### src/design/pops_pkg.sv
// ----------------------------------------------------------------------------
// pops_pkg: shared definitions of the parallel one-pole smoothing filter
// Widths, reset values, register and command codes, payload and control
// structs used by the configuration registers, controller and datapath.
// ----------------------------------------------------------------------------
package pops_pkg;

	localparam int MAX_CHANNELS        = 8;
	localparam int STATE_FRACTION_BITS = 32;
	localparam int NUM_POLES           = 3;

	localparam int SAMPLE_W      = 16;
	localparam int CHANNEL_OUT_W = 3;
	localparam int COUNT_W       = 4;
	localparam int POLE_W        = 32;
	localparam int GAIN_W        = 48;
	localparam int GAIN_FRAC     = 24;
	localparam int ACC_W         = 64;

	// shared unsigned multiplier
	localparam int MUL_W  = 32;
	localparam int PROD_W = 2 * MUL_W;

	// gain product magnitude and the sum of three signed products
	localparam int PM_W      = GAIN_W + ACC_W;
	localparam int SUM_W     = PM_W + 2;
	localparam int OUT_SHIFT = GAIN_FRAC + STATE_FRACTION_BITS;
	localparam int HI_W      = SUM_W - OUT_SHIFT;

	localparam int CH_W   = (MAX_CHANNELS > 1) ? $clog2(MAX_CHANNELS) : 1;
	localparam int NCH_W  = $clog2(MAX_CHANNELS + 1);
	localparam int SEL_W  = $clog2(NUM_POLES);

	localparam int CFG_IDX_W  = 3;
	localparam int CFG_DATA_W = GAIN_W;

	localparam int SAT_POS     = 32767;
	localparam int SAT_NEG_MAG = 32768;

	localparam logic [POLE_W-1:0]  POLE_A_RST        = POLE_W'(32'd4191888081);
	localparam logic [POLE_W-1:0]  POLE_B_RST        = POLE_W'(32'd4187696193);
	localparam logic [POLE_W-1:0]  POLE_C_RST        = POLE_W'(32'd4183508497);
	localparam logic [COUNT_W-1:0] CHANNEL_COUNT_RST = COUNT_W'(1);

	typedef enum logic [CFG_IDX_W-1:0] {
		REG_POLE_A,
		REG_POLE_B,
		REG_POLE_C,
		REG_GAIN_A,
		REG_GAIN_B,
		REG_GAIN_C,
		REG_CHANNEL_COUNT
	} pops_reg_t;

	typedef enum logic [2:0] {
		MUL_NONE,
		MUL_POLE_LO,
		MUL_POLE_HI,
		MUL_G00,
		MUL_G01,
		MUL_G10,
		MUL_G11
	} pops_mul_t;

	typedef struct packed {
		logic signed [SAMPLE_W-1:0] sample_in;
		logic                       restart;
	} pops_in_t;

	typedef struct packed {
		logic signed [SAMPLE_W-1:0] sample_out;
		logic                       clipped;
		logic [CHANNEL_OUT_W-1:0]   channel_of_sample;
	} pops_out_t;

	typedef struct packed {
		logic [NUM_POLES-1:0][POLE_W-1:0] pole;
		logic [NUM_POLES-1:0][GAIN_W-1:0] gain;
		logic [COUNT_W-1:0]               channel_count;
	} pops_cfg_t;

	typedef struct packed {
		logic             capture;
		logic             load;
		logic             add_sum;
		logic             update;
		logic             gmag;
		pops_mul_t        mul;
		logic [SEL_W-1:0] sel;
		logic             norm;
		logic             finish;
	} pops_cmd_t;

	typedef struct packed {
		logic out_free;
	} pops_sts_t;

endpackage

### src/design/pops_regs.sv
// ----------------------------------------------------------------------------
// pops_regs: configuration registers
// Poles, gains and channel count, written one at a time over the
// configuration channel; unknown indexes are ignored.
// ----------------------------------------------------------------------------
module pops_regs import pops_pkg::*; (
	input  logic                  clk,
	input  logic                  arst_n,
	input  logic                  cfg_valid,
	output logic                  cfg_ready,
	input  logic [CFG_IDX_W-1:0]  cfg_index,
	input  logic [CFG_DATA_W-1:0] cfg_data,
	output pops_cfg_t             cfg
);

	pops_cfg_t cfg_q;
	pops_reg_t reg_idx;

	assign cfg_ready = 1'b1;
	assign reg_idx   = pops_reg_t'(cfg_index);
	assign cfg       = cfg_q;

	always_ff @(posedge clk or negedge arst_n) begin
		if (!arst_n) begin
			cfg_q.pole[0]        <= POLE_A_RST;
			cfg_q.pole[1]        <= POLE_B_RST;
			cfg_q.pole[2]        <= POLE_C_RST;
			cfg_q.gain           <= '0;
			cfg_q.channel_count  <= CHANNEL_COUNT_RST;
		end else if (cfg_valid && cfg_ready) begin
			unique case (reg_idx)
				REG_POLE_A:        cfg_q.pole[0] <= cfg_data[POLE_W-1:0];
				REG_POLE_B:        cfg_q.pole[1] <= cfg_data[POLE_W-1:0];
				REG_POLE_C:        cfg_q.pole[2] <= cfg_data[POLE_W-1:0];
				REG_GAIN_A:        cfg_q.gain[0] <= cfg_data[GAIN_W-1:0];
				REG_GAIN_B:        cfg_q.gain[1] <= cfg_data[GAIN_W-1:0];
				REG_GAIN_C:        cfg_q.gain[2] <= cfg_data[GAIN_W-1:0];
				REG_CHANNEL_COUNT: cfg_q.channel_count <= cfg_data[COUNT_W-1:0];
				default: ;
			endcase
		end
	end

endmodule

### config.mk
export PLATFORM = sky130hd
export DESIGN_NAME = pops_regs
export DESIGN_NICKNAME = d
export VERILOG_FILES = /design/src/design/pops_pkg.sv /design/src/design/pops_regs.sv
export SDC_FILE = /design/constraint.sdc
export NUM_CORES = 1
export LEC_CHECK = 0
export BUFFER_PORTS_ARGS = -buffer_cell sky130_fd_sc_hd__buf_2
export CAP_MARGIN = 20
export CORE_ASPECT_RATIO = 1.25
export CORE_MARGIN = 1
export CORE_UTILIZATION = 30
export CTS_CLUSTER_DIAMETER = 50
export CTS_CLUSTER_SIZE = 24
export DETAILED_ROUTE_END_ITERATION = 8
export GPL_ROUTABILITY_DRIVEN = 0
export PLACE_DENSITY = 0.6
export SYNTH_ARGS = -nofsm -noshare
export SYNTH_HDL_FRONTEND = slang
export SYNTH_SLANG_ARGS = --single-unit
### constraint.sdc
create_clock -name clk -period 1 [get_ports clk]
set_clock_uncertainty 0.05 [all_clocks]
set_input_delay 0.05 -clock clk [delete_from_list [all_inputs] [get_ports clk]]
set_output_delay 0.05 -clock clk [all_outputs]
set_load 0.02 [all_outputs]
# Yosys cells after proc, flatten, opt, wreduce, memory -nomap -nowiden
# Index checks and enable logic that the tools add are counted.
# word_totals
ff_bits,244
elab_cells,21
rom_bits,0
in_bits,54
memories,0
latch_bits,0
output_inout_bits,245
ram_bits,0
# classes
muxes,0
n_eq_ne,6
n_reduce_logical,8
add_sub_neg,0
magnitude_cmp,0
bitwise_logic,0
div,0
shifts,0
multipliers,0
# op_table
operator,n
AND reduction 2 bit,7
"equality test 3 bit, second input constant",3
"equality test 3 x 2 -> 1 bit, second input constant",2
"equality test 3 x 1 -> 1 bit, second input constant",1
zero test 3 bit,1

# Longest topological paths before layout
# Gate-level depths: netlist of run 1.
# logic_depth
depth_word,2
mapped_depth,4

# Least setup slack after synthesis of run 1
# Ideal clock, no wire load.
# synth_timing
path_type,in2reg
startpoint,input port cfg_index[0]
endpoint,register cfg_q (netlist bit cfg[213])
path_buffers,2
cell_stages,4
arrival_time_ns,0.966
required_ns,0.825
path_slack_ns,-0.141
path_cell_list,nor4bb_1 clkbuf_2 buf_6 mux2_2
# synth_via
elab_chain_len,2
# synth_rtl
item,line_no,source
from (decl),pops_regs.sv:11,"input logic [CFG_IDX_W-1:0] cfg_index,"
equality test 3 x 2 -> 1 bit,pops_regs.sv:31,unique case (reg_idx)
AND reduction 2 bit (no line),--,
to (decl),pops_regs.sv:16,pops_cfg_t cfg_q;
# No other way between the ends.
# A chain may end at the register's enable or synchronous reset.

# Final worst setup path of run 1
# layout_timing
startpoint,register cfg_q (netlist bit cfg[191])
endpoint,output port cfg[191] (netlist bit)
# layout_lines
item,line_no,source
to (decl),pops_regs.sv:13,output pops_cfg_t cfg
# No word-level cell between the ends.

==> results of run 1 <==
power breakdown:
part	switching, mW	internal, mW
Combinational	5.22	6.92
Sequential	1.61	12.4
Clock	4.61	5.20
Total	11.4	24.5
routing by layer:
| metal | vias up | share of wire | GRT usage |
|---|---|---|---|
| li1 | 2722 | - | - |
| met1 | 3108 | 0.42 | 0.194 |
| met2 | 204 | 0.50 | 0.266 |
| met3 | 33 | 0.061 | 0.0384 |
| met4 | 0 | 0.023 | 0.0509 |
| met5 | - | 0 | 0 |
final cells by class:
cell class,count,area (um^2)
clock inverters,19,248
fillers,2500,15300
repair buffers,437,4360
clock buffers,25,626
multi-input cells,252,3080
well taps,401,502
flip-flops and latches,244,6170
synthesized netlist by cell type:
| library cell | instances | area share |
|---|---|---|
| mux2_2 | 228 | 0.28 |
| dfrtp_1 | 193 | 0.52 |
| dfstp_2 | 51 | 0.14 |
| buf_6 | 14 | 0.017 |
| mux2_4 | 10 | 0.016 |
| buf_2 | 8 | 0.0043 |
| mux2_1 | 6 | 0.0073 |
| buf_4 | 4 | 0.0032 |
| nand4b_1 | 3 | 0.0028 |
| and4bb_1 | 1 | 0.0013 |
| and4bb_2 | 1 | 0.0013 |
| clkbuf_2 | 1 | 0.00054 |
| conb_1 | 1 | 0.00040 |
| nor4b_4 | 1 | 0.0026 |
| nor4bb_1 | 1 | 0.0011 |
repair_timing:
action                                  4_1_cts  5_1_grt
gates resized for setup                     488        5
endpoints found under the setup margin      244      244
setup buffers                                40       25
endpoints found under the hold margin       488       23
per-stage QoR:
stage / util / hold WS, ns
after floorplan: - / -0.296
after CTS: 0.488 / -0.0619
after global placement: 0.382 / -0.0733
after global routing: 0.495 / -0.0485
final: 0.495 / -0.0403
after detailed placement: 0.382 / -0.0724
path summary, 6_finish.rpt:
check                           end      start
min in group clk             cfg[0]  cfg_valid
max in group asynchronous  cfg[122]     arst_n
max reg2reg                cfg[225]   cfg[225]
max                        cfg[191]   cfg[191]
min                         cfg[96]     arst_n
min reg2reg                  cfg[3]     cfg[3]
kinds of logic after synthesis:
logic type / count (synthesis) / synth area share
buffers and inverters: 27 / 0.0251
muxes: 244 / 0.300
other: 1 / 0.000404
and+or+nand+nor: 7 / 0.00917
DFF: 244 / 0.665
==> reports/metrics.yaml, run 1 <==
worst_setup_path:
  crit_required_ns: 0.90
  critPathCaptureType: "output port"
  critPathMaxStageDelay_ns: 0.55
  crit_chain: "buf_6"
  worst_path_max_delay_cell: "dfstp_2"
  crit_buf_inv: 1
  crit_arrival_ns: 1.20
  cp.depth: 1
  startpoint_type: "register"
  crit_path_max_fanout: 2
  timing_worst_setup_path_type: "reg2out"
  reg2reg_depth: 3
  cp_top_family: "flip-flops"
  r2r_setup_slack_ns: -0.09
placement:
  place_hpwl_um: 15900
  place_area_um2: 11600
  pre_cts_ws_ns: -0.400
  placed_cells: 1220
  io_buffers: 297
cts:
  numCtsBuffers: 24
  hold_buffers: 49
  cts-root-buf: "clkbuf_16"
  clock_sinks: 244
  cts_tree: "yes"
  cts_buffer_depth: 3
  clock_latency_ns: 0.53
  clkTransAtPathRegs_ns: 0.09
  htreeDepth: 1
finish:
  final_common_cell: "buf_6"
  final_cell_mix: "248 x buf_6, 193 x dfrtp_1, 182 x mux2_2"
  layout-drive-gt1-share: 0.745
  antenna_cells: 0
  nets: 1013
  largest_reg_flops: 244
  final_cell_area_um2: 15000
  areaGrowthSynthToFinish_pct: 61.5
  stdcell_count: 1378
detailed_routing:
  dr.pass1.iters: 4
  vias_per_cell: 4.40
  ant_nets: 0
  num_vias: 6067
  drc: 0
  drt-initial-drc-count: 222
  wl_um: 24800
  wl_per_cell_um: 18.0
timing:
  final_hold_viol_count: 23
  final.setup.tns_ns: -46.55
  rsz0062_at_grt: "true"
  drv_slew: 0
  fmaxAchievable_ghz: 0.768
  setup_viol: 255
  period_share: 1.30
  whs_ns: -0.0403
  min_period_ns: 1.30
  fin_ws_ns: -0.302
yosys:
  ys_ff_latch: 244
  synth_area_um2: 9280
  yosysSeqAreaShare: 0.665
  syn_avg_cell_area_um2: 17.7
  syn_inst: 523
  synth_fp_nets: 577
  synth.distinct_cells: 15
  ys_warn_count: 0
floorplan:
  die_y_um: 199
  core_um2: 30300
  die_width_um: 159
  io_pins: 299
  start_util: 0.306
  die_area_um2: 31600
  rows: 71
global_routing:
  grt_usage: 0.156
  grt-ovfl-total: 0
  grt_pass1_wl_um: 39000
  grt_start_max_net_pins: 40
  antenna_found_initial: 0
  grt_pass1_vias: 6640
flow_run:
  maxCapViolations: 0
run_status:
  violations: "negative hold slack, negative setup slack"
  status: "finished with violations"
power:
  power_mw: 36.0
  p_leak_nw: 6.88
  p_per_area_nw_per_um2: 2400
  ir_worst_vdd_uv: 1540
min_path:
  hold_class: "in2async"
Note: power is estimated with default switching activity, not from simulation.
==> run 2: changes to the inputs <==
--- a/config.mk
+++ b/config.mk
@@ -6,10 +6,10 @@
 export NUM_CORES = 1
 export LEC_CHECK = 0
 export BUFFER_PORTS_ARGS = -buffer_cell sky130_fd_sc_hd__buf_2
-export CAP_MARGIN = 20
 export CORE_ASPECT_RATIO = 1.25
 export CORE_MARGIN = 1
 export CORE_UTILIZATION = 30
+export CTS_BUF_LIST = sky130_fd_sc_hd__clkbuf_8
 export CTS_CLUSTER_DIAMETER = 50
 export CTS_CLUSTER_SIZE = 24
 export DETAILED_ROUTE_END_ITERATION = 8
==> reports/metrics.yaml, run 2 (synthesized netlist as in run 1, its figures left out) <==
detailed_routing:
  wl_per_cell_um: 17.7  # -1.5%
  drt-initial-drc-count: 203  # -8.6%
  wl_um: 24400  # -1.3%
  num_vias: 6061  # -0.099%
  vias_per_cell: 4.39  # -0.32%
  dr.pass1.iters: 4  # unchanged
  drc: 0  # unchanged
  ant_nets: 0  # unchanged
cts:
  cts_buffer_depth: 3  # unchanged
  htreeDepth: 1  # unchanged
  cts_tree: "yes"
  numCtsBuffers: 24  # unchanged
  clock_latency_ns: 0.59  # +0.06 ns
  clkTransAtPathRegs_ns: 0.13  # +0.04 ns
  hold_buffers: 52  # +6.1%
  clock_sinks: 244  # unchanged
  cts-root-buf: "clkbuf_8"
worst_setup_path:
  critPathMaxStageDelay_ns: 0.58  # +0.03 ns
  cp.depth: 1  # unchanged
  crit_path_max_fanout: 2  # unchanged
  crit_required_ns: 0.90  # about the same
  crit_arrival_ns: 1.29  # +0.09 ns
  startpoint_type: "register"
  worst_path_max_delay_cell: "dfstp_2"
  crit_chain: "buf_6"
  timing_worst_setup_path_type: "reg2out"
  reg2reg_depth: 3  # unchanged
  cp_top_family: "flip-flops"
  crit_buf_inv: 1  # unchanged
  critPathCaptureType: "output port"
finish:
  largest_reg_flops: 244  # unchanged
  fin_util: 0.487  # -0.00772
  nets: 1016  # +0.30%
  final_cell_mix: "252 x buf_6, 193 x dfrtp_1, 182 x mux2_2"
  layout-drive-gt1-share: 0.743  # -0.00228
  stdcell_count: 1381  # +0.22%
  antenna_cells: 0  # unchanged
  final_common_cell: "buf_6"
  areaGrowthSynthToFinish_pct: 59.0
global_routing:
  grt_pass1_wl_um: 38500  # -1.2%
  grt_pass1_vias: 6566  # -1.1%
  antenna_found_initial: 0  # unchanged
  grt_start_max_net_pins: 40  # unchanged
  grt_usage: 0.154  # -0.00208
  grt-ovfl-total: 0  # unchanged
run_status:
  status: "finished with violations"
  violations: "negative hold slack, negative setup slack"
floorplan:
  start_util: 0.306  # unchanged
  die_y_um: 199  # unchanged
  io_pins: 299  # unchanged
  rows: 71  # unchanged
  die_area_um2: 31600  # unchanged
  die_width_um: 159  # unchanged
  core_um2: 30300  # unchanged
timing:
  min_period_ns: 1.39  # +0.0906 ns
  final_hold_viol_count: 23  # unchanged
  fmaxAchievable_ghz: 0.718  # -6.5%
  drv_slew: 0  # unchanged
  final.setup.tns_ns: -60.57  # -14.02 ns
  setup_viol: 257  # +0.78%
  whs_ns: -0.110  # -0.0697 ns
  fin_ws_ns: -0.393  # -0.0906 ns
  rsz0062_at_grt: "true"
  period_share: 1.39  # +0.0906
power:
  ir_worst_vdd_uv: 1440  # -6.3%
  p_sw_frac: 0.332  # +0.0135
  p_per_area_nw_per_um2: 2270  # -5.5%
  internal_power_mw: 22.3  # -8.8%
  p_leak_nw: 6.77  # -1.6%
  power_frac_comb: 0.363  # +0.025
  power.switching_mw: 11.1  # -3.0%
  power_mw: 33.4  # -7.0%
  clockPowerShare: 0.219  # -0.054
  p_seq_frac: 0.418  # +0.028
flow_run:
  maxCapViolations: 0  # unchanged
min_path:
  hold_class: "in2async"
placement:
  placed_cells: 1220  # unchanged
  place_hpwl_um: 15900  # unchanged
  io_buffers: 297  # unchanged
[run 2: layer usage]
layer,track usage,wire length (um),vias up
met4,0.0506,626,0
li1,-,-,2739
met3,0.0365,1560,44
met2,0.265,12300,207
met1,0.190,9980,3071
met5,0,0,-
[run 2: path summary, 6_finish.rpt]
check | from | to | slack (ns)
max reg2reg | cfg[225] | cfg[225] | -0.09
min reg2reg | cfg[17] | cfg[17] | 0.49
max | cfg[226] | cfg[226] | -0.39
min in group clk | cfg_index[2] | cfg[219] | 0.07
min | arst_n | cfg[225] | -0.11
max in group asynchronous | arst_n | cfg[124] | 0.35
[run 2: metrics by stage]
stage	cell area, um^2	setup WS (ns)
global route	14700	-0.461
CTS	14500	-0.433
floorplan	9490	-0.128
finish	14700	-0.393
detailed placement	11600	-0.400
global placement	11600	-0.386
[run 2: timing repair]
action                     4_1_cts  5_1_grt
gates resized for setup        488       10
cloned                           0        0
hold endpoints to repair       488       23
buffers inserted                38       27
setup endpoints to repair      244      247
pin swaps                        0        0
[run 2: layout make-up]
type / instances / area (um^2)
Fill cell: 2534 / 15500
Timing Repair Buffer: 440 / 4410
Tap cell: 401 / 502
Multi-Input combinational cell: 252 / 3080
Clock inverter: 19 / 248
Clock buffer: 25 / 344
Sequential cell: 244 / 6170
[run 2: power groups by stage]
stage	registers, mW	logic, mW	clock network [mW]
after global routing	14.3	12.7	7.98
after detailed placement	13.6	8.57	0
after CTS	14.0	11.8	7.62
final	14.0	12.1	7.31
after global placement	13.5	8.49	0
after floorplan	16.4	2.38	0
