## src/design/pops_pkg.sv

```systemverilog
// ----------------------------------------------------------------------------
// pops_pkg: shared definitions of the parallel one-pole smoothing filter
// Widths, reset values, register and command codes, payload and control
// structs used by the configuration registers, controller and datapath.
// ----------------------------------------------------------------------------
package pops_pkg;

	localparam int MAX_CHANNELS        = 8;
	localparam int STATE_FRACTION_BITS = 32;
	localparam int NUM_POLES           = 3;

	localparam int SAMPLE_W      = 16;
	localparam int CHANNEL_OUT_W = 3;
	localparam int COUNT_W       = 4;
	localparam int POLE_W        = 32;
	localparam int GAIN_W        = 48;
	localparam int GAIN_FRAC     = 24;
	localparam int ACC_W         = 64;

	// shared unsigned multiplier
	localparam int MUL_W  = 32;
	localparam int PROD_W = 2 * MUL_W;

	// gain product magnitude and the sum of three signed products
	localparam int PM_W      = GAIN_W + ACC_W;
	localparam int SUM_W     = PM_W + 2;
	localparam int OUT_SHIFT = GAIN_FRAC + STATE_FRACTION_BITS;
	localparam int HI_W      = SUM_W - OUT_SHIFT;

	localparam int CH_W   = (MAX_CHANNELS > 1) ? $clog2(MAX_CHANNELS) : 1;
	localparam int NCH_W  = $clog2(MAX_CHANNELS + 1);
	localparam int SEL_W  = $clog2(NUM_POLES);

	localparam int CFG_IDX_W  = 3;
	localparam int CFG_DATA_W = GAIN_W;

	localparam int SAT_POS     = 32767;
	localparam int SAT_NEG_MAG = 32768;

	localparam logic [POLE_W-1:0]  POLE_A_RST        = POLE_W'(32'd4191888081);
	localparam logic [POLE_W-1:0]  POLE_B_RST        = POLE_W'(32'd4187696193);
	localparam logic [POLE_W-1:0]  POLE_C_RST        = POLE_W'(32'd4183508497);
	localparam logic [COUNT_W-1:0] CHANNEL_COUNT_RST = COUNT_W'(1);

	typedef enum logic [CFG_IDX_W-1:0] {
		REG_POLE_A,
		REG_POLE_B,
		REG_POLE_C,
		REG_GAIN_A,
		REG_GAIN_B,
		REG_GAIN_C,
		REG_CHANNEL_COUNT
	} pops_reg_t;

	typedef enum logic [2:0] {
		MUL_NONE,
		MUL_POLE_LO,
		MUL_POLE_HI,
		MUL_G00,
		MUL_G01,
		MUL_G10,
		MUL_G11
	} pops_mul_t;

	typedef struct packed {
		logic signed [SAMPLE_W-1:0] sample_in;
		logic                       restart;
	} pops_in_t;

	typedef struct packed {
		logic signed [SAMPLE_W-1:0] sample_out;
		logic                       clipped;
		logic [CHANNEL_OUT_W-1:0]   channel_of_sample;
	} pops_out_t;

	typedef struct packed {
		logic [NUM_POLES-1:0][POLE_W-1:0] pole;
		logic [NUM_POLES-1:0][GAIN_W-1:0] gain;
		logic [COUNT_W-1:0]               channel_count;
	} pops_cfg_t;

	typedef struct packed {
		logic             capture;
		logic             load;
		logic             add_sum;
		logic             update;
		logic             gmag;
		pops_mul_t        mul;
		logic [SEL_W-1:0] sel;
		logic             norm;
		logic             finish;
	} pops_cmd_t;

	typedef struct packed {
		logic out_free;
	} pops_sts_t;

endpackage

```

## src/design/pops_ctrl.sv

```systemverilog
// ----------------------------------------------------------------------------
// pops_ctrl: sequencer of the smoothing filter
// Walks each request through the three poles: pole update on the shared
// multiplier, gain product, then truncation and saturation of the sum.
// ----------------------------------------------------------------------------
module pops_ctrl import pops_pkg::*; (
	input  logic      clk,
	input  logic      arst_n,
	input  logic      sample_valid,
	output logic      sample_stall,
	input  pops_sts_t sts,
	output pops_cmd_t cmd
);

	typedef enum logic [3:0] {
		S_IDLE,
		S_LOAD,
		S_PLO,
		S_PHI,
		S_PWAIT,
		S_UPD,
		S_GMAG,
		S_G00,
		S_G01,
		S_G10,
		S_G11,
		S_GWAIT,
		S_ADD,
		S_NORM,
		S_OUT
	} state_t;

	state_t           state_q;
	logic [SEL_W-1:0] sel_q;
	logic             busy_q;

	assign sample_stall = busy_q;

	always_ff @(posedge clk or negedge arst_n) begin
		if (!arst_n) begin
			state_q <= S_IDLE;
			sel_q   <= '0;
			busy_q  <= 1'b0;
		end else begin
			unique case (state_q)
				S_IDLE: begin
					if (sample_valid) begin
						state_q <= S_LOAD;
						sel_q   <= '0;
						busy_q  <= 1'b1;
					end
				end
				S_LOAD:  state_q <= S_PLO;
				S_PLO:   state_q <= S_PHI;
				S_PHI:   state_q <= S_PWAIT;
				S_PWAIT: state_q <= S_UPD;
				S_UPD:   state_q <= S_GMAG;
				S_GMAG:  state_q <= S_G00;
				S_G00:   state_q <= S_G01;
				S_G01:   state_q <= S_G10;
				S_G10:   state_q <= S_G11;
				S_G11:   state_q <= S_GWAIT;
				S_GWAIT: begin
					if (sel_q == SEL_W'(NUM_POLES - 1)) begin
						state_q <= S_ADD;
					end else begin
						state_q <= S_LOAD;
						sel_q   <= sel_q + SEL_W'(1);
					end
				end
				S_ADD:   state_q <= S_NORM;
				S_NORM:  state_q <= S_OUT;
				S_OUT: begin
					// hold until the result register is free
					if (sts.out_free) begin
						state_q <= S_IDLE;
						busy_q  <= 1'b0;
					end
				end
				default: begin
					state_q <= S_IDLE;
					busy_q  <= 1'b0;
				end
			endcase
		end
	end

	always_comb begin
		cmd     = '0;
		cmd.mul = MUL_NONE;
		cmd.sel = sel_q;
		unique case (state_q)
			S_IDLE:  cmd.capture = sample_valid;
			S_LOAD: begin
				cmd.load    = 1'b1;
				// fold in the previous pole's gain product
				cmd.add_sum = (sel_q != '0);
			end
			S_PLO:   cmd.mul     = MUL_POLE_LO;
			S_PHI:   cmd.mul     = MUL_POLE_HI;
			S_PWAIT: ;
			S_UPD:   cmd.update  = 1'b1;
			S_GMAG:  cmd.gmag    = 1'b1;
			S_G00:   cmd.mul     = MUL_G00;
			S_G01:   cmd.mul     = MUL_G01;
			S_G10:   cmd.mul     = MUL_G10;
			S_G11:   cmd.mul     = MUL_G11;
			S_GWAIT: ;
			S_ADD:   cmd.add_sum = 1'b1;
			S_NORM:  cmd.norm    = 1'b1;
			S_OUT:   cmd.finish  = sts.out_free;
			default: ;
		endcase
	end

endmodule

```

## config.mk

```make
export PLATFORM = sky130hd
export DESIGN_NAME = pops_ctrl
export DESIGN_NICKNAME = d
export VERILOG_FILES = /design/src/design/pops_pkg.sv /design/src/design/pops_ctrl.sv
export SDC_FILE = /design/constraint.sdc
export NUM_CORES = 1
export LEC_CHECK = 0
export ABC_AREA = 1
export BUFFER_PORTS_ARGS = -buffer_cell sky130_fd_sc_hd__buf_2
export CAP_MARGIN = 20
export CORE_MARGIN = 1
export CORE_UTILIZATION = 30
export DETAILED_ROUTE_END_ITERATION = 16
export PLACE_DENSITY = 0.56
export RECOVER_POWER = 100
export SYNTH_ARGS = -nofsm -noshare
export SYNTH_HDL_FRONTEND = slang
export SYNTH_SLANG_ARGS = --single-unit
```

## constraint.sdc

```tcl
create_clock -name clk -period 1.5 [get_ports clk]
set_input_delay 0.3 -clock clk [delete_from_list [all_inputs] [get_ports clk]]
set_output_delay 0.3 -clock clk [all_outputs]
set_load 0.1 [all_outputs]
```

# After elaboration in Yosys (flattened, before gate mapping)
# Cells that the tools add are included.
dict set report totals {
  ff_bits 7
}
dict set report classes {
  n_mux 18
  reduce_logical 7
  eq_ne 18
  n_bitwise 1
  add_sub_neg 1
}
# op count
set ops {}
lappend ops {{case mux 4 bit (15 select lines)} 1}
lappend ops {{equality test 4 bit (second input constant)} 7}
lappend ops {{case mux 3 bit (6 select lines)} 1}
lappend ops {{equality test 4 x 3 -> 1 bit (second input constant)} 4}
lappend ops {{OR reduction 13 bit} 1}
lappend ops {{two-way mux 4 bit} 3}
lappend ops {{equality test 4 x 2 -> 1 bit (second input constant)} 2}
lappend ops {{two-way mux 1 bit} 8}
lappend ops {{!= test 2 bit (second input constant)} 3}
lappend ops {{AND reduction 3 bit} 2}
lappend ops {{equality test 4 x 1 -> 1 bit (second input constant)} 1}
lappend ops {{logical NOT 4 bit} 1}
lappend ops {{two-way mux 2 bit} 2}
lappend ops {{case mux 2 bit (2 select lines)} 1}
lappend ops {{nonzero test 2 bit} 2}
lappend ops {{case mux 1 bit (3 select lines)} 1}
lappend ops {{adder 2 x 1 -> 2 bit (second input constant)} 1}
lappend ops {{equality test 2 bit (second input constant)} 1}
lappend ops {{case mux 1 bit (2 select lines)} 1}
lappend ops {{AND reduction 2 bit} 1}
lappend ops {{NOT 1 bit} 1}

# Longest topological paths before layout
# Gate-level depths: netlist of the first run.
dict set report logic_depth {
  word_depth 4
  mapped_depth 7
}

# Least setup slack after synthesis of the first run
# OpenSTA, ideal clock, no wires.
dict set report synth_path {
  kind {reg-to-output}
  from {register sel_q[0]}
  to {output port cmd[9] (netlist name)}
  required_time_ns 1.200
  t_arrival_ns 3.452
  path_buffers 0
  path_stages_with_launch 4
  setup_slack_ns -2.252
  cell_sequence {dfrtp_1 -> inv_1 -> ha_1 -> o21ai_0}
}
# item line
set synth_rtl {}
lappend synth_rtl {{start: declaration} pops_ctrl.sv:34} ;# logic [SEL_W-1:0] sel_q;
lappend synth_rtl {{start signal: assignment} pops_ctrl.sv:68} ;# sel_q <= sel_q + SEL_W'(1);
lappend synth_rtl {{end: declaration} pops_ctrl.sv:12} ;# output pops_cmd_t cmd

==> results of run 1 <==
## cell type report
cell class / count / area (µm²) / area share (%)
well taps: 25 / 31.3 / 2.72
flip-flops and latches: 7 / 184 / 16.0
repair buffers: 36 / 389 / 33.8
clock buffers: 4 / 26.3 / 2.29
inverters: 18 / 93.8 / 8.16
multi-input cells: 65 / 425 / 37.0
## critical path, stage by stage (launching register included)
cell and delay (ns):
dfrtp_2 0.47, buf_4 0.19, nor2_4 0.10, nand2_1 0.11, clkinvlp_4 0.10, buf_12 0.16
## Yosys cell counts
cell,count
nor2_2,1
inv_1,17
nand3b_1,1
nand3_2,1
nand3_1,8
nor2_1,11
nand2_1,31
nand4_1,1
ha_1,2
nand2_2,3
dfrtp_1,7
o21ai_0,3
nor2_4,2
inv_2,1
nor4_1,1
## stage by stage
stage / setup WS, ns / cell area [µm²]
after CTS: -0.177 / 1120
after floorplan: -0.364 / 628
final: -0.170 / 1150
after global routing: -0.232 / 1150
after detailed placement: -0.0229 / 942
after global placement: -0.000399 / 942
## kinds of logic (layout without fill, tap and decap cells)
kind of cell	after synthesis	after routing	share of synthesized area, %
AND/OR/NAND/NOR	60	60	49.3
flip-flops	7	7	31.4
adder cells (fa/ha/maj)	2	2	4.48
buffers and inverters	18	58	12.1
AO/OA/AOI/OAI	3	3	2.69
## worst paths after layout
path	end	startpoint	cells past startpoint	slack, ns
min in group clk	sample_stall$_DFFE_PN0P_	sample_valid	4	0.47
hold reg to reg	sample_stall$_DFFE_PN0P_	sample_stall$_DFFE_PN0P_	2	0.48
setup / recovery	cmd[7]	state_q[3]$_DFFE_PN0P_	5	-0.17
max in group asynchronous	sel_q[0]$_DFFE_PN0P_	arst_n	2	0.73
hold / removal	sample_stall$_DFFE_PN0P_	arst_n	2	0.47
setup reg to reg	state_q[2]$_DFFE_PN0P_	state_q[3]$_DFFE_PN0P_	8	0.02
## timing repair
| item | 4_1_cts | 5_1_grt |
|---|---|---|
| setup buffers | 10 | 2 |
| setup endpoints to repair | 10 | 10 |
| resized for setup | 24 | 8 |
| endpoints found under the hold margin | 7 | 0 |
| pin swaps | 8 | 3 |
| hold buffers | 1 | 0 |
## per-layer routing
layer	GRT usage, %	up-vias	wire [µm]
li1	-	354	-
met1	18.5	327	628
met2	35.1	25	965
met3	2.80	4	78
met4	15.2	0	30
met5	0	-	0
## state kept, by name, indices dropped and copies added, names as in the netlist
signal        flops
state_q           4
sel_q             2
sample_stall      1
==> impl_results.md, run 1 <==
- Outcome: finished with violations
- Violations in the final reports: setup timing
- FILL cells: 144
- Synth top area share: 31.4%
- GRT Residual Overflow: 0
- Largest net degree at the start of global routing: 8
- Sink Count: 7
- Initial drt markers: 8
- Core ar.: 0.00173 mm²
- Initial antenna violation count: 0
- CTS root buf: clkbuf_4
- CTS tree: yes
- Worst Skew: 0.00508 ns
- Seq/Total Area, Yosys: 31.4%
- Share of cells above drive strength 1: 59.2%
- Post-Synthesis Cells: 90
- Post-DR wirelength/cell: 11.0 µm
- Max Cap Viol: 0
- Vert. Die Dim: 45.1 µm
- Most common cell after layout, fill and taps aside: nand2_1
- Diode count: 0
- Final setup violation count: 10
- IO Port Bufs: 16
- Mapped cell area: 558 µm²
- Global-route wire length before repair: 2760 µm
- Achievable clock frequency: 599 MHz
- Critical Path RT: 1.20 ns
- Routed vias: 710
- Synthesis-stage register bit count: 7
- Syn nets: 96
- Total wire length: 1700 µm
- Leading area contributor after synthesis: dfrtp_1
- Crit path arrival time: 1.37 ns
- Area delta synth->final: 106%
- Post-route minimum period: 1.67 ns
- Vias in the first global route: 724
- Clk Latency, worst-skew pair: 0.25 ns
- Final ANT Viol Nets: 0
- Crit path launch type: register
- Yosys warns: 0
- Gpl congestion: 0.810
- Vias per cell: 4.58
- Die W: 45.1 µm
- Max clock buf depth: 2
- Die area: 0.00204 mm²
- Total track usage: 19.0%
- Finished Layout Cells: 155
- Initial core utilization: 32.3%
- Largest cells by area after synthesis: dfrtp_1 (31%), nand2_1 (21%), inv_1 (11%)
- Unrepaired setup endpoints after global routing: yes
- Final Net Count: 137
- Final hold vios: 0
- Crit share post-route: 111%
- Hold Slack: 0.470 ns
- Finished Core Util: 66.6%
- Commonest cells after routing, fill and taps aside: nand2_1 (22), buf_4 (15), buf_12 (10)
- Avg Inst Size Synth: 6.20 µm²
- HP Class: primary input to asynchronous set/reset pin
- CTS Buf Count: 3
- Slew @ Worst Pin: 0.539 ns
- Crit path kind: register to output port
- Crit. End Element: output port
- TNS Setup: -1.40 ns
- DRC Markers: 0
- Min setup slack post-route: -0.170 ns
- Row count: 15
- CTS clock-pin slew for the worst setup and hold paths: 0.05 ns
- Cells after DPL: 138
- H-tree Lvls: 1
- Critical Path Fanout Max: 4
- Hpwl dp: 1150 µm
- First-pass DRT Iterations: 4
- Max Slew Vio Count: 0
- Cell variety after synth: 15
- Slew HR: 64.2%
- # IOs: 17
Power of run 1 is not shown: default switching activity piles up to over one toggle a cycle in this logic, so the estimate is an artifact.
==> run 2, diff against run 1 <==
--- a/config.mk
+++ b/config.mk
@@ -13,6 +13,7 @@
 export DETAILED_ROUTE_END_ITERATION = 16
 export PLACE_DENSITY = 0.56
 export RECOVER_POWER = 100
+export SETUP_SLACK_MARGIN = 0.1
 export SYNTH_ARGS = -nofsm -noshare
 export SYNTH_HDL_FRONTEND = slang
 export SYNTH_SLANG_ARGS = --single-unit
==> run 2 against run 1 <==
Against the previous run: the flow still finishes with violations (setup timing); clock-buffer cell count unchanged; worst hold slack got worse by 0.025 ns; worst setup slack is essentially flat; die area is the same; via count is 8.6% lower; final cell count is 3.2% lower; routed wire length fell by 13%.
==> impl_results.md, run 2 (synthesis results as in run 1) <==
- Global-route wire length before repair: 2260 µm (-18%)
- Area delta synth->final: 98.2%
- Max clock buf depth: 2 (unchanged)
- Critical R2R Capture: state_q[1]$_DFFE_PN0P_
- Final setup violation count: 10 (unchanged)
- Largest net degree at the start of global routing: 8 (unchanged)
- Max Cap Viol: 0 (unchanged)
- Critical Path RT: 1.20 ns (about the same)
- Max FFs per register: 4 (unchanged)
- HP Class: primary input to register
- Crit. End Element: output port
- Initial core utilization: 32.3% (unchanged)
- GRT Residual Overflow: 0 (unchanged)
- Most common cell after layout, fill and taps aside: nand2_1
- CTS Buf Count: 3 (unchanged)
- Die W: 45.1 µm (unchanged)
- Vias per cell: 4.33 (-5.5%)
- Crit path kind: register to output port
- H-tree Lvls: 1 (unchanged)
- Hold EP: state_q[2]$_DFFE_PN0P_
- Achievable clock frequency: 599 MHz (about the same)
- Hold path depth: 4
- # IOs: 17 (unchanged)
- Hpwl dp: 1130 µm (-1.9%)
- Final Net Count: 132 (-3.6%)
- Diode count: 0 (unchanged)
- Share of cells above drive strength 1: 56.8% (-2.4 points)
- Total wire length: 1490 µm (-13%)
- Slew @ Worst Pin: 0.487 ns (-0.0523 ns)
- CTS tree: yes
- Total track usage: 15.1% (-3.9 points)
- Critical R2R Launch: state_q[0]$_DFFE_PN0P_
- Row count: 15 (unchanged)
- First-pass DRT Iterations: 4 (unchanged)
- Crit path arrival time: 1.37 ns (about the same)
- Critical Path Fanout Max: 4 (unchanged)
- Gpl congestion: 0.799 (-1.4%)
- Vias in the first global route: 559 (-23%)
- Pre-CTS setup slack: 0.0240 ns (+0.0469 ns)
- Final hold vios: 0 (unchanged)
- Crit path launch type: register
- Die area: 0.00204 mm² (unchanged)
- Setup slack, reg-to-reg: 0.15 ns (+0.13 ns)
- Post-route minimum period: 1.67 ns (+0.000482 ns)
- Crit share post-route: 111% (about the same)
- Violations in the final reports: setup timing
- Initial antenna violation count: 0 (unchanged)
- IO Port Bufs: 16 (unchanged)
- CTS clock-pin slew for the worst setup and hold paths: 0.05 ns (about the same)
- Slew HR: 67.8% (+3.6 points)
- Final ANT Viol Nets: 0 (unchanged)
- Sink Count: 7 (unchanged)
- DRC Markers: 0 (unchanged)
- CTS root buf: clkbuf_4
- Vert. Die Dim: 45.1 µm (unchanged)
- Cells after DPL: 135 (-2.2%)
- TNS Setup: -1.24 ns (+0.159 ns)
- Reg with most FFs: state_q
- Hold Crit Start: sts
- Core ar.: 0.00173 mm² (unchanged)
- Min setup slack post-route: -0.171 ns (-0.000482 ns)
- Outcome: finished with violations
- Unrepaired setup endpoints after global routing: yes
- Reg2Reg Depth: 8 (unchanged)
- Max Slew Vio Count: 0 (unchanged)
- Routed vias: 649 (-8.6%)
- Finished Layout Cells: 150 (-3.2%)
- Initial drt markers: 15 (+7)
- Clk Latency, worst-skew pair: 0.24 ns (about the same)
- Commonest cells after routing, fill and taps aside: nand2_1 (24), buf_4 (12), buf_12 (10)
- Worst Skew: 0.00227 ns (-0.00281 ns)
- Post-DR wirelength/cell: 9.91 µm (-9.8%)
## run 2: worst max-delay path by stage
stage	start	endpoint	cells after the start
after CTS	state_q[3]$_DFFE_PN0P_	cmd[0]	3
final	state_q[0]$_DFFE_PN0P_	cmd[4]	5
after global routing	state_q[3]$_DFFE_PN0P_	cmd[4]	5
after detailed placement	state_q[3]$_DFFE_PN0P_	cmd[9]	4
after global placement	state_q[3]$_DFFE_PN0P_	cmd[9]	4
after floorplan	state_q[0]$_DFFE_PN0P_	cmd[0]	1
## run 2: critical path: stages, from the launching register on
cell	delay [ns]
dfrtp_2	0.43
buf_6	0.14
nor2_4	0.16
nand2_2	0.08
nand3b_1	0.14
buf_12	0.19
## run 2: layout make-up
| class | count | area [µm²] |
|---|---|---|
| sequential | 7 | 185 |
| tap | 25 | 31.3 |
| timing repair buffer | 31 | 354 |
| fill | 158 | 621 |
| multi-input combinational | 65 | 420 |
| inverter | 18 | 88.8 |
| clock buffer | 4 | 26.3 |
## run 2: repair_timing
| action | in CTS | in global routing |
|---|---|---|
| pin swaps | 7 | 5 |
| resized for setup | 14 | 6 |
| endpoints found under the setup margin | 10 | 11 |
| setup buffers | 6 | 4 |
| endpoints found under the hold margin | 7 | 0 |
| hold buffers | 1 | 0 |
## run 2: through the flow
stage               instance area [µm²]  hold WS [ns]  util (%)
floorplan                           638       0.00441         -
global route                       1110         0.441      64.1
global placement                    930         0.138      53.8
detailed placement                  930         0.141      53.8
finish                             1110         0.445      64.1
CTS                                1050         0.413      61.1
## run 2: per-layer routing
| metal | share of wire [%] | vias up | GRT usage, % |
|---|---|---|---|
| li1 | - | 341 | - |
| met1 | 44 | 289 | 19.6 |
| met2 | 52 | 19 | 24.9 |
| met3 | 3.9 | 0 | 2.80 |
| met4 | 0 | 0 | 5.45 |
| met5 | 0 | - | 0 |
Power of run 2 is left out for the same reason.
